**src/rtl/apsq_pkg.sv**
```systemverilog
// Package: shared types and codes for the alarm panel sequencer.
package apsq_pkg;

  // Event kinds
  localparam logic [1:0] EV_SMS  = 2'd0;
  localparam logic [1:0] EV_CTRL = 2'd1;
  localparam logic [1:0] EV_NEW  = 2'd2;
  localparam logic [1:0] EV_NONE = 2'd3;

  // Response codes
  localparam logic [1:0] RESP_CONT = 2'd0;
  localparam logic [1:0] RESP_OK   = 2'd1;
  localparam logic [1:0] RESP_ERR  = 2'd2;

  // Siren commands
  localparam logic [1:0] SIREN_NONE  = 2'd0;
  localparam logic [1:0] SIREN_MULTI = 2'd1;
  localparam logic [1:0] SIREN_STOP  = 2'd2;
  localparam logic [1:0] SIREN_CHOP  = 2'd3;

  // Speak vectors
  localparam logic [1:0] VEC_NONE = 2'd0;
  localparam logic [1:0] VEC_A    = 2'd1;
  localparam logic [1:0] VEC_B    = 2'd2;

  // Remote buttons
  localparam logic [7:0] BTN_1 = 8'd1;
  localparam logic [7:0] BTN_2 = 8'd2;
  localparam logic [7:0] BTN_3 = 8'd3;
  localparam logic [7:0] BTN_4 = 8'd4;

  // Positions
  localparam logic [9:0]  SMS_POSITION = 10'd911;
  localparam logic [15:0] MAX_POSITION = 16'd1023;

  // Configuration register indexes
  localparam logic [7:0] CFG_ARM_DELAY  = 8'd0;
  localparam logic [7:0] CFG_B1_REPEATS = 8'd1;
  localparam logic [7:0] CFG_B3_REPEATS = 8'd2;
  localparam logic [7:0] CFG_B1_TIMEOUT = 8'd3;
  localparam logic [7:0] CFG_B2_TIMEOUT = 8'd4;
  localparam logic [7:0] CFG_B3_TIMEOUT = 8'd5;
  localparam logic [7:0] CFG_AUDIO_EN   = 8'd6;

  typedef struct packed {
    logic [1:0]  event_kind;
    logic [15:0] position;
    logic [7:0]  button;
    logic        audio_idle;
    logic        second_tick;
  } apsq_in_t;

  typedef struct packed {
    logic [1:0] response;
    logic       floodlight_on;
    logic       aux5_on;
    logic [1:0] siren_cmd;
    logic [1:0] speak_vector;
    logic       speak_position_valid;
    logic [9:0] speak_position;
  } apsq_out_t;

endpackage

```
**src/rtl/alarm_panel_sequencer_unit.sv**
```systemverilog
// Top level: alarm panel sequencer, one result transaction per input transaction.
//
// Each input transaction is one poll of the alarm sequence and produces exactly one
// result transaction. A poll is held in an input register, evaluated by the sequence
// state machine and lands in a result register. A new poll is taken every clock cycle
// as long as results are drained; that rate is set by the state machine update, which
// must finish before the next poll is evaluated. Configuration registers are written
// through the cfg_ channel (always ready) and should only be changed while no poll
// is in flight.
module alarm_panel_sequencer_unit (
  input  logic              clk,
  input  logic              rst_n,
  input  logic              in_valid,
  output logic              in_ready,
  input  apsq_pkg::apsq_in_t  in_data,
  output logic              out_valid,
  input  logic              out_ready,
  output apsq_pkg::apsq_out_t out_data,
  input  logic              cfg_valid,
  output logic              cfg_ready,
  input  logic [7:0]        cfg_index,
  input  logic [7:0]        cfg_data
);
  import apsq_pkg::*;

  typedef enum logic [4:0] {
    S_START, S_B1, S_B1_A, S_B1_B, S_B1_C, S_B1_D, S_B1_FIN, S_B1_FIN_B,
    S_B2, S_B2_A, S_B2_B, S_B2_C, S_B2_D, S_B2_E, S_B2_FIN,
    S_B3, S_B3_A, S_B3_B, S_B3_C, S_B3_D, S_B3_FIN, S_B3_FIN_B,
    S_B4, S_B4_A, S_B4_FIN
  } seq_state_t;

  // Configuration registers
  logic [7:0] arm_delay_r, b1_repeats_r, b3_repeats_r;
  logic [7:0] b1_timeout_r, b2_timeout_r, b3_timeout_r;
  logic [1:0] audio_en_r;

  // Sequence state
  seq_state_t st_r, st_nxt;
  logic [9:0] mpos_r, mpos_nxt;
  logic [7:0] rep_r, rep_nxt;
  logic [7:0] sec_r, sec_nxt, sec_step;
  logic       flood_r, flood_nxt;
  logic       aux_r, aux_nxt;

  // Pipeline registers
  logic       s1_valid_r;
  apsq_in_t   s1_data_r;
  logic       out_valid_r;
  apsq_out_t  out_data_r;
  apsq_out_t  res;
  logic       advance;

  // Per-poll result fields
  logic [1:0] resp, siren, vec;
  logic       spk;
  logic [9:0] spk_pos;

  assign advance   = s1_valid_r && (!out_valid_r || out_ready);
  assign in_ready  = !s1_valid_r || advance;
  assign out_valid = out_valid_r;
  assign out_data  = out_data_r;
  assign cfg_ready = 1'b1;

  // Configuration writes
  always_ff @(posedge clk) begin
    if (!rst_n) begin
      arm_delay_r  <= 8'd2;
      b1_repeats_r <= 8'd3;
      b3_repeats_r <= 8'd3;
      b1_timeout_r <= 8'd60;
      b2_timeout_r <= 8'd60;
      b3_timeout_r <= 8'd60;
      audio_en_r   <= 2'd0;
    end else if (cfg_valid) begin
      unique case (cfg_index)
        CFG_ARM_DELAY:  arm_delay_r  <= cfg_data;
        CFG_B1_REPEATS: b1_repeats_r <= cfg_data;
        CFG_B3_REPEATS: b3_repeats_r <= cfg_data;
        CFG_B1_TIMEOUT: b1_timeout_r <= cfg_data;
        CFG_B2_TIMEOUT: b2_timeout_r <= cfg_data;
        CFG_B3_TIMEOUT: b3_timeout_r <= cfg_data;
        CFG_AUDIO_EN:   audio_en_r   <= cfg_data[1:0];
        default: ;
      endcase
    end
  end

  // Sequence step for the poll held in the input register
  always_comb begin
    st_nxt    = st_r;
    mpos_nxt  = mpos_r;
    rep_nxt   = rep_r;
    sec_step  = sec_r;
    flood_nxt = flood_r;
    aux_nxt   = aux_r;
    resp      = RESP_CONT;
    siren     = SIREN_NONE;
    vec       = VEC_NONE;
    spk       = 1'b0;
    spk_pos   = 10'd0;

    unique case (st_r)
      S_START: begin
        if (s1_data_r.event_kind == EV_SMS) begin
          mpos_nxt = SMS_POSITION;
          rep_nxt  = b1_repeats_r;
          sec_step = arm_delay_r;
          st_nxt   = S_B1;
        end else if (s1_data_r.event_kind == EV_CTRL &&
                     s1_data_r.position <= MAX_POSITION) begin
          case (s1_data_r.button)
            BTN_1: begin
              mpos_nxt = s1_data_r.position[9:0];
              rep_nxt  = b1_repeats_r;
              sec_step = arm_delay_r;
              st_nxt   = S_B1;
            end
            BTN_2: begin
              sec_step = arm_delay_r;
              st_nxt   = S_B2;
            end
            BTN_3: begin
              mpos_nxt = s1_data_r.position[9:0];
              rep_nxt  = b3_repeats_r;
              sec_step = arm_delay_r;
              st_nxt   = S_B3;
            end
            BTN_4: begin
              sec_step = arm_delay_r;
              st_nxt   = S_B4;
            end
            default: resp = RESP_ERR;
          endcase
        end else begin
          resp = RESP_ERR;
        end
      end
      S_B1: begin
        flood_nxt = 1'b1;
        aux_nxt   = 1'b1;
        siren     = SIREN_MULTI;
        st_nxt    = S_B1_A;
      end
      S_B1_A: begin
        if (sec_r == 8'd0) begin
          sec_step = b1_timeout_r;
          st_nxt   = S_B1_B;
        end
      end
      S_B3_A: begin
        if (sec_r == 8'd0) begin
          sec_step = b3_timeout_r;
          st_nxt   = S_B3_B;
        end
      end
      S_B1_B: begin
        // cancel and timeout together skip past the finish step
        if (s1_data_r.event_kind == EV_NEW && s1_data_r.button == BTN_1)
          st_nxt = (sec_r == 8'd0) ? S_B1_FIN_B : S_B1_FIN;
        else if (sec_r == 8'd0)
          st_nxt = S_B1_C;
      end
      S_B1_C: begin
        if (rep_r > 8'd1) begin
          rep_nxt = rep_r - 8'd1;
          siren   = SIREN_STOP;
          if (audio_en_r[0]) vec = VEC_A;
          spk     = 1'b1;
          spk_pos = mpos_r;
          st_nxt  = S_B1_D;
        end else begin
          st_nxt = S_B1_FIN;
        end
      end
      S_B3_C: begin
        if (rep_r > 8'd1) begin
          rep_nxt = rep_r - 8'd1;
          siren   = SIREN_STOP;
          if (audio_en_r[1]) vec = VEC_B;
          spk     = 1'b1;
          spk_pos = mpos_r;
          st_nxt  = S_B3_D;
        end else begin
          st_nxt = S_B3_FIN;
        end
      end
      S_B1_D: begin
        if (s1_data_r.audio_idle) st_nxt = S_B1;
      end
      S_B1_FIN: begin
        siren     = SIREN_STOP;
        flood_nxt = 1'b0;
        aux_nxt   = 1'b0;
        spk       = 1'b1;
        spk_pos   = mpos_r;
        st_nxt    = S_B1_FIN_B;
      end
      S_B1_FIN_B, S_B3_FIN_B: begin
        if (s1_data_r.audio_idle) resp = RESP_OK;
      end
      S_B2: begin
        flood_nxt = 1'b1;
        st_nxt    = S_B2_A;
      end
      S_B2_A: st_nxt = S_B2_B;
      S_B2_B: begin
        if (sec_r == 8'd0) begin
          sec_step = b2_timeout_r;
          st_nxt   = S_B2_C;
        end
      end
      S_B2_C: begin
        if (s1_data_r.event_kind == EV_SMS) begin
          mpos_nxt = SMS_POSITION;
          rep_nxt  = b1_repeats_r;
          sec_step = arm_delay_r;
          st_nxt   = S_B1;
        end else if (s1_data_r.event_kind == EV_NEW) begin
          case (s1_data_r.button)
            BTN_2: st_nxt = S_B2_FIN;
            BTN_1: begin
              mpos_nxt = s1_data_r.position[9:0];
              rep_nxt  = b1_repeats_r;
              sec_step = arm_delay_r;
              st_nxt   = S_B1;
            end
            BTN_3: begin
              mpos_nxt = s1_data_r.position[9:0];
              rep_nxt  = b3_repeats_r;
              sec_step = arm_delay_r;
              st_nxt   = S_B3;
            end
            default: ;
          endcase
        end
        // timeout test sees the timer as just reloaded
        if (sec_step == 8'd0) st_nxt = S_B2_FIN;
      end
      S_B2_D: begin
        siren   = SIREN_STOP;
        spk     = 1'b1;
        spk_pos = mpos_r;
        st_nxt  = S_B2_E;
      end
      S_B4: begin
        siren   = SIREN_STOP;
        spk     = 1'b1;
        spk_pos = mpos_r;
        st_nxt  = S_B4_A;
      end
      S_B2_E: begin
        if (s1_data_r.audio_idle) st_nxt = S_B2_FIN;
      end
      S_B4_A: begin
        if (s1_data_r.audio_idle) st_nxt = S_B4_FIN;
      end
      S_B2_FIN: begin
        flood_nxt = 1'b0;
        resp      = RESP_OK;
      end
      S_B3: begin
        flood_nxt = 1'b1;
        siren     = SIREN_CHOP;
        st_nxt    = S_B3_A;
      end
      S_B3_B: begin
        if (s1_data_r.event_kind == EV_SMS) begin
          mpos_nxt = SMS_POSITION;
          rep_nxt  = b1_repeats_r;
          sec_step = arm_delay_r;
          st_nxt   = S_B1;
        end else if (s1_data_r.event_kind == EV_NEW) begin
          if (s1_data_r.button == BTN_3) begin
            st_nxt = S_B3_FIN;
          end else if (s1_data_r.button == BTN_1) begin
            mpos_nxt = s1_data_r.position[9:0];
            rep_nxt  = b1_repeats_r;
            sec_step = arm_delay_r;
            st_nxt   = S_B1;
          end
        end
        // timeout advances one past the state just chosen
        if (sec_step == 8'd0) begin
          case (st_nxt)
            S_B1:     st_nxt = S_B1_A;
            S_B3_FIN: st_nxt = S_B3_FIN_B;
            default:  st_nxt = S_B3_C;
          endcase
        end
      end
      S_B3_D: begin
        if (s1_data_r.audio_idle) st_nxt = S_B3;
      end
      S_B3_FIN: begin
        siren     = SIREN_STOP;
        flood_nxt = 1'b0;
        spk       = 1'b1;
        spk_pos   = mpos_r;
        st_nxt    = S_B3_FIN_B;
      end
      S_B4_FIN: resp = RESP_OK;
      default:  st_nxt = S_START;
    endcase

    // seconds timer, saturating at zero
    sec_nxt = (s1_data_r.second_tick && sec_step != 8'd0) ? sec_step - 8'd1 : sec_step;

    res.response             = resp;
    res.floodlight_on        = flood_nxt;
    res.aux5_on              = aux_nxt;
    res.siren_cmd            = siren;
    res.speak_vector         = vec;
    res.speak_position_valid = spk;
    res.speak_position       = spk_pos;
  end

  // Sequence state, input register and result register
  always_ff @(posedge clk) begin
    if (!rst_n) begin
      st_r        <= S_START;
      mpos_r      <= 10'd0;
      rep_r       <= 8'd0;
      sec_r       <= 8'd0;
      flood_r     <= 1'b0;
      aux_r       <= 1'b0;
      s1_valid_r  <= 1'b0;
      out_valid_r <= 1'b0;
    end else begin
      if (in_ready) begin
        s1_valid_r <= in_valid;
      end
      if (advance) begin
        st_r    <= st_nxt;
        mpos_r  <= mpos_nxt;
        rep_r   <= rep_nxt;
        sec_r   <= sec_nxt;
        flood_r <= flood_nxt;
        aux_r   <= aux_nxt;
      end
      if (advance) begin
        out_valid_r <= 1'b1;
      end else if (out_ready) begin
        out_valid_r <= 1'b0;
      end
    end
  end

  // Payload registers
  always_ff @(posedge clk) begin
    if (in_valid && in_ready) begin
      s1_data_r <= in_data;
    end
    if (advance) begin
      out_data_r <= res;
    end
  end

endmodule

```
**config.mk**
```make
export PLATFORM = sky130hd
export DESIGN_NAME = alarm_panel_sequencer_unit
export DESIGN_NICKNAME = d
export VERILOG_FILES = /design/src/rtl/apsq_pkg.sv /design/src/rtl/alarm_panel_sequencer_unit.sv
export SDC_FILE = /design/constraint.sdc
export NUM_CORES = 1
export LEC_CHECK = 0
export BUFFER_PORTS_ARGS = -buffer_cell sky130_fd_sc_hd__buf_2
export CAP_MARGIN = 20
export CORE_ASPECT_RATIO = 1.4
export CORE_MARGIN = 5
export CORE_UTILIZATION = 35
export CTS_CLUSTER_SIZE = 24
export DETAILED_ROUTE_END_ITERATION = 16
export PLACE_DENSITY = 0.62
export SKIP_CTS_REPAIR_TIMING = 1
export SYNTH_ARGS = -nofsm -noshare
export SYNTH_HDL_FRONTEND = slang
export SYNTH_SLANG_ARGS = --single-unit
```
**constraint.sdc**
```tcl
create_clock -name clk -period 3.97 [get_ports clk]
set_input_delay 0.397 -clock clk [delete_from_list [all_inputs] [get_ports clk]]
set_output_delay 0.397 -clock clk [all_outputs]
set_load 0.1 [all_outputs]
```
==> results.json <==
{
  "status": "complete, no violations",
  "grt_pass1_wl_mm": 35.1,
  "overflow": 0,
  "gp_congestion": 0.981,
  "route.detailed.drc": 0,
  "crit_top_cell": "inv_1",
  "final_common_cell": "nor2_1",
  "die_h_um": 181,
  "vias": 6425,
  "drt.antenna.violating_nets": 0,
  "start_kind": "flip-flop",
  "grt_max_degree": 53,
  "avgSynthCellArea_sq_um": 9.05,
  "max_freq_mhz": 265,
  "area_growth_pct": 18.5,
  "ys_seq_elements": 132,
  "max_cap_violations": 0,
  "drv_slew": 0,
  "synth_nets": 858,
  "synth.distinct_cells": 88,
  "ir_drop_mv": 0.326,
  "cts_root_buffer": "clkbuf_16",
  "post_dp_cell_area_sq_um": 8020,
  "grt_usage_pct": 18.3,
  "core_region_area_sq_um": 20600,
  "cts.sinks": 132,
  "fin_tns_setup_ns": 0,
  "io_buffers": 69,
  "worstPathMaxFanout": 7,
  "antenna_cells": 0,
  "start_util_pct": 35.5,
  "leakage_nw": 3.36,
  "num-nets-final": 933,
  "wl_per_cell_um": 19.1,
  "cp_cell_sequence": "or4_4, o41ai_4, o32a_1, nand4_1, or3_1, a221o_1, inv_1, ha_1, inv_1, a31oi_2, nand4_2, a21o_1, a311oi_2",
  "cts_tree": "yes",
  "drive_above_1_share_pct": 19.9,
  "cts-htree-levels": 4,
  "rsz0062_at_grt": "false",
  "fin_crit_ns": 3.78,
  "fin_skew_ns": 0.0148,
  "synth_flop_cell": "dfxtp_1",
  "fin_util_pct": 42.0,
  "wl_mm": 22.0,
  "critPathSlowestCell": "or4_4",
  "seq_area_frac_synth_pct": 42.7,
  "drt-vias-per-instance": 5.59,
  "dp_hpwl_mm": 16.5,
  "synth_edf_count": 47,
  "die-area_sq_um": 23900,
  "end_kind": "flip-flop",
  "setup_viol": 0,
  "fillers": 2059,
  "yosysWarningCount": 0,
  "async_reset_ff_share_pct": 0,
  "p_per_area_nw_per_um2": 476,
  "firstDrtPassIters": 8,
  "clkTransAtPathRegs_ns": 0.07,
  "cpPeakStageDelay_ns": 0.60,
  "insertion_delay_ns": 0.43,
  "drtIter0Drc": 388,
  "syn_area_sq_um": 7290,
  "hp-class": "primary input to flip-flop",
  "hold_viol": 0,
  "final_area_sq_um": 8640,
  "tightest_slew_ns": 1.07,
  "max-slew-margin-rel_pct": 27.8,
  "ios": 71,
  "arrival_ns": 4.11,
  "numCtsBuffers": 17,
  "multi_input_area_sq_um": 3870,
  "antenna_found_initial": 0,
  "crit_type": "flip-flop to flip-flop",
  "row_count": 62,
  "worst-path-buf-inv": 2,
  "die_w_um": 132,
  "layout.area.seq_sq_um": 3110,
  "cts.path.max_buffers": 2,
  "crit_family": "compound AO/OA/AOI/OAI gates",
  "first_global_vias": 6282,
  "final_cell_mix": "102 x nor2_1, 85 x dfxtp_1, 72 x nand2_1",
  "worstPathRequired_ns": 4.30,
  "syn_inst": 805,
  "timing.final.crit_share_pct": 95.1
}
-- kinds of logic after synthesis --
logic type,after synthesis,synth area share (%)
simple gates,339,23.0
compound gates,182,18.8
flops,132,42.7
buf+inv,71,4.33
mux,70,9.75
xor+xnor,6,0.721
fa+ha+maj,4,0.687
other cells,1,0.0515
-- report_power, final --
part	total [W]	leakage, nW	switching, W	internal (W)
combinational	0.00101	1.93	0.000653	0.000353
clock	0.00161	0.291	0.000675	0.000930
sequential	0.00150	1.14	0.0000427	0.00145
-- registers in the layout, indices dropped and copies added, names as in the netlist, 2 cells and up --
signal        cells
s1_data_r        28
out_data         19
mpos_r           10
arm_delay_r       8
b1_repeats_r      8
b1_timeout_r      8
b2_timeout_r      8
b3_repeats_r      8
b3_timeout_r      8
rep_r             8
sec_r             8
st_r              5
audio_en_r        2
-- path summary, 6_finish.rpt --
kind	start	end	slack (ns)	cells after the start
worst min register to register	mpos_r[5]	mpos_r[5]	0.45	2
worst min-delay path	in_data[10]	s1_data_r[10]	0.14	1
worst max register to register	s1_data_r[5]	sec_r[2]	0.19	13
worst max-delay path	s1_data_r[5]	sec_r[2]	0.19	13
-- layer usage --
metal	vias to the layer above	global-route usage, %	wire length [um]	part of all wire, %
met5	-	0	0	0
met4	0	9.26	920	4.2
met2	189	31.9	11300	51
li1	3115	-	-	-
met1	3060	21.5	8900	40
met3	61	3.03	889	4.0
-- final cells by class --
cell class              count  area share, %
multi-input cells         602           44.8
flip-flops and latches    132           36.0
repair buffers            109           7.62
clock buffers              18           5.21
well taps                 256           3.71
clock inverters            14           1.88
inverters                  18          0.782
-- worst reg2reg max path: cells and delay by family (launching register included) --
| kind | cells | cell delay, ns |
|---|---|---|
| buffers and inverters | 2 | 0.19 |
| and+or+nand+nor | 4 | 1.32 |
| AOI/OAI and AO/OA | 6 | 1.64 |
| DFF | 1 | 0.39 |
| adders and majority gates | 1 | 0.17 |
-- cells in the mapped netlist (all sizes together) (4+ instances only) --
master,instances,area (sq um)
o2111ai,6,52.6
o211ai,7,57.6
a32oi,6,90.1
or2,11,68.8
nand4,8,56.3
nor3,29,145
a221oi,4,35.0
mux2i,65,651
nand3,30,150
and3,4,25.0
edfxtp,47,1410
nand2b,15,93.8
nand3b,4,30.0
a21oi,31,159
o21ai,47,239
a211oi,13,103
a222oi,7,70.1
nor4,11,75.1
or4,7,56.3
mux2,5,60.1
nor3b,7,57.6
dfxtp,85,1700
a21boi,7,52.6
clkbuf,38,144
nor2b,14,87.6
a31oi,10,62.6
or3,4,25.0
and2,15,93.8
buf,14,93.8
xor2,4,35.0
ha,4,50.1
nor2,102,383
nand2,72,270
inv,17,63.8
-- stage by stage --
| step | total power (W) | setup slack (ns) | hold slack (ns) | cells |
|---|---|---|---|---|
| floorplan | 0.00223 | 0.505 | 0.427 | 805 |
| global placement | 0.00250 | 0.246 | 0.435 | 1117 |
| detailed placement | 0.00251 | 0.164 | 0.443 | 1117 |
| CTS | 0.00412 | 0.140 | 0.123 | 1149 |
| global route | 0.00429 | 0.00833 | 0.124 | 1149 |
| finish | 0.00411 | 0.195 | 0.139 | 1149 |
Power figures use the tool's default switching activity.
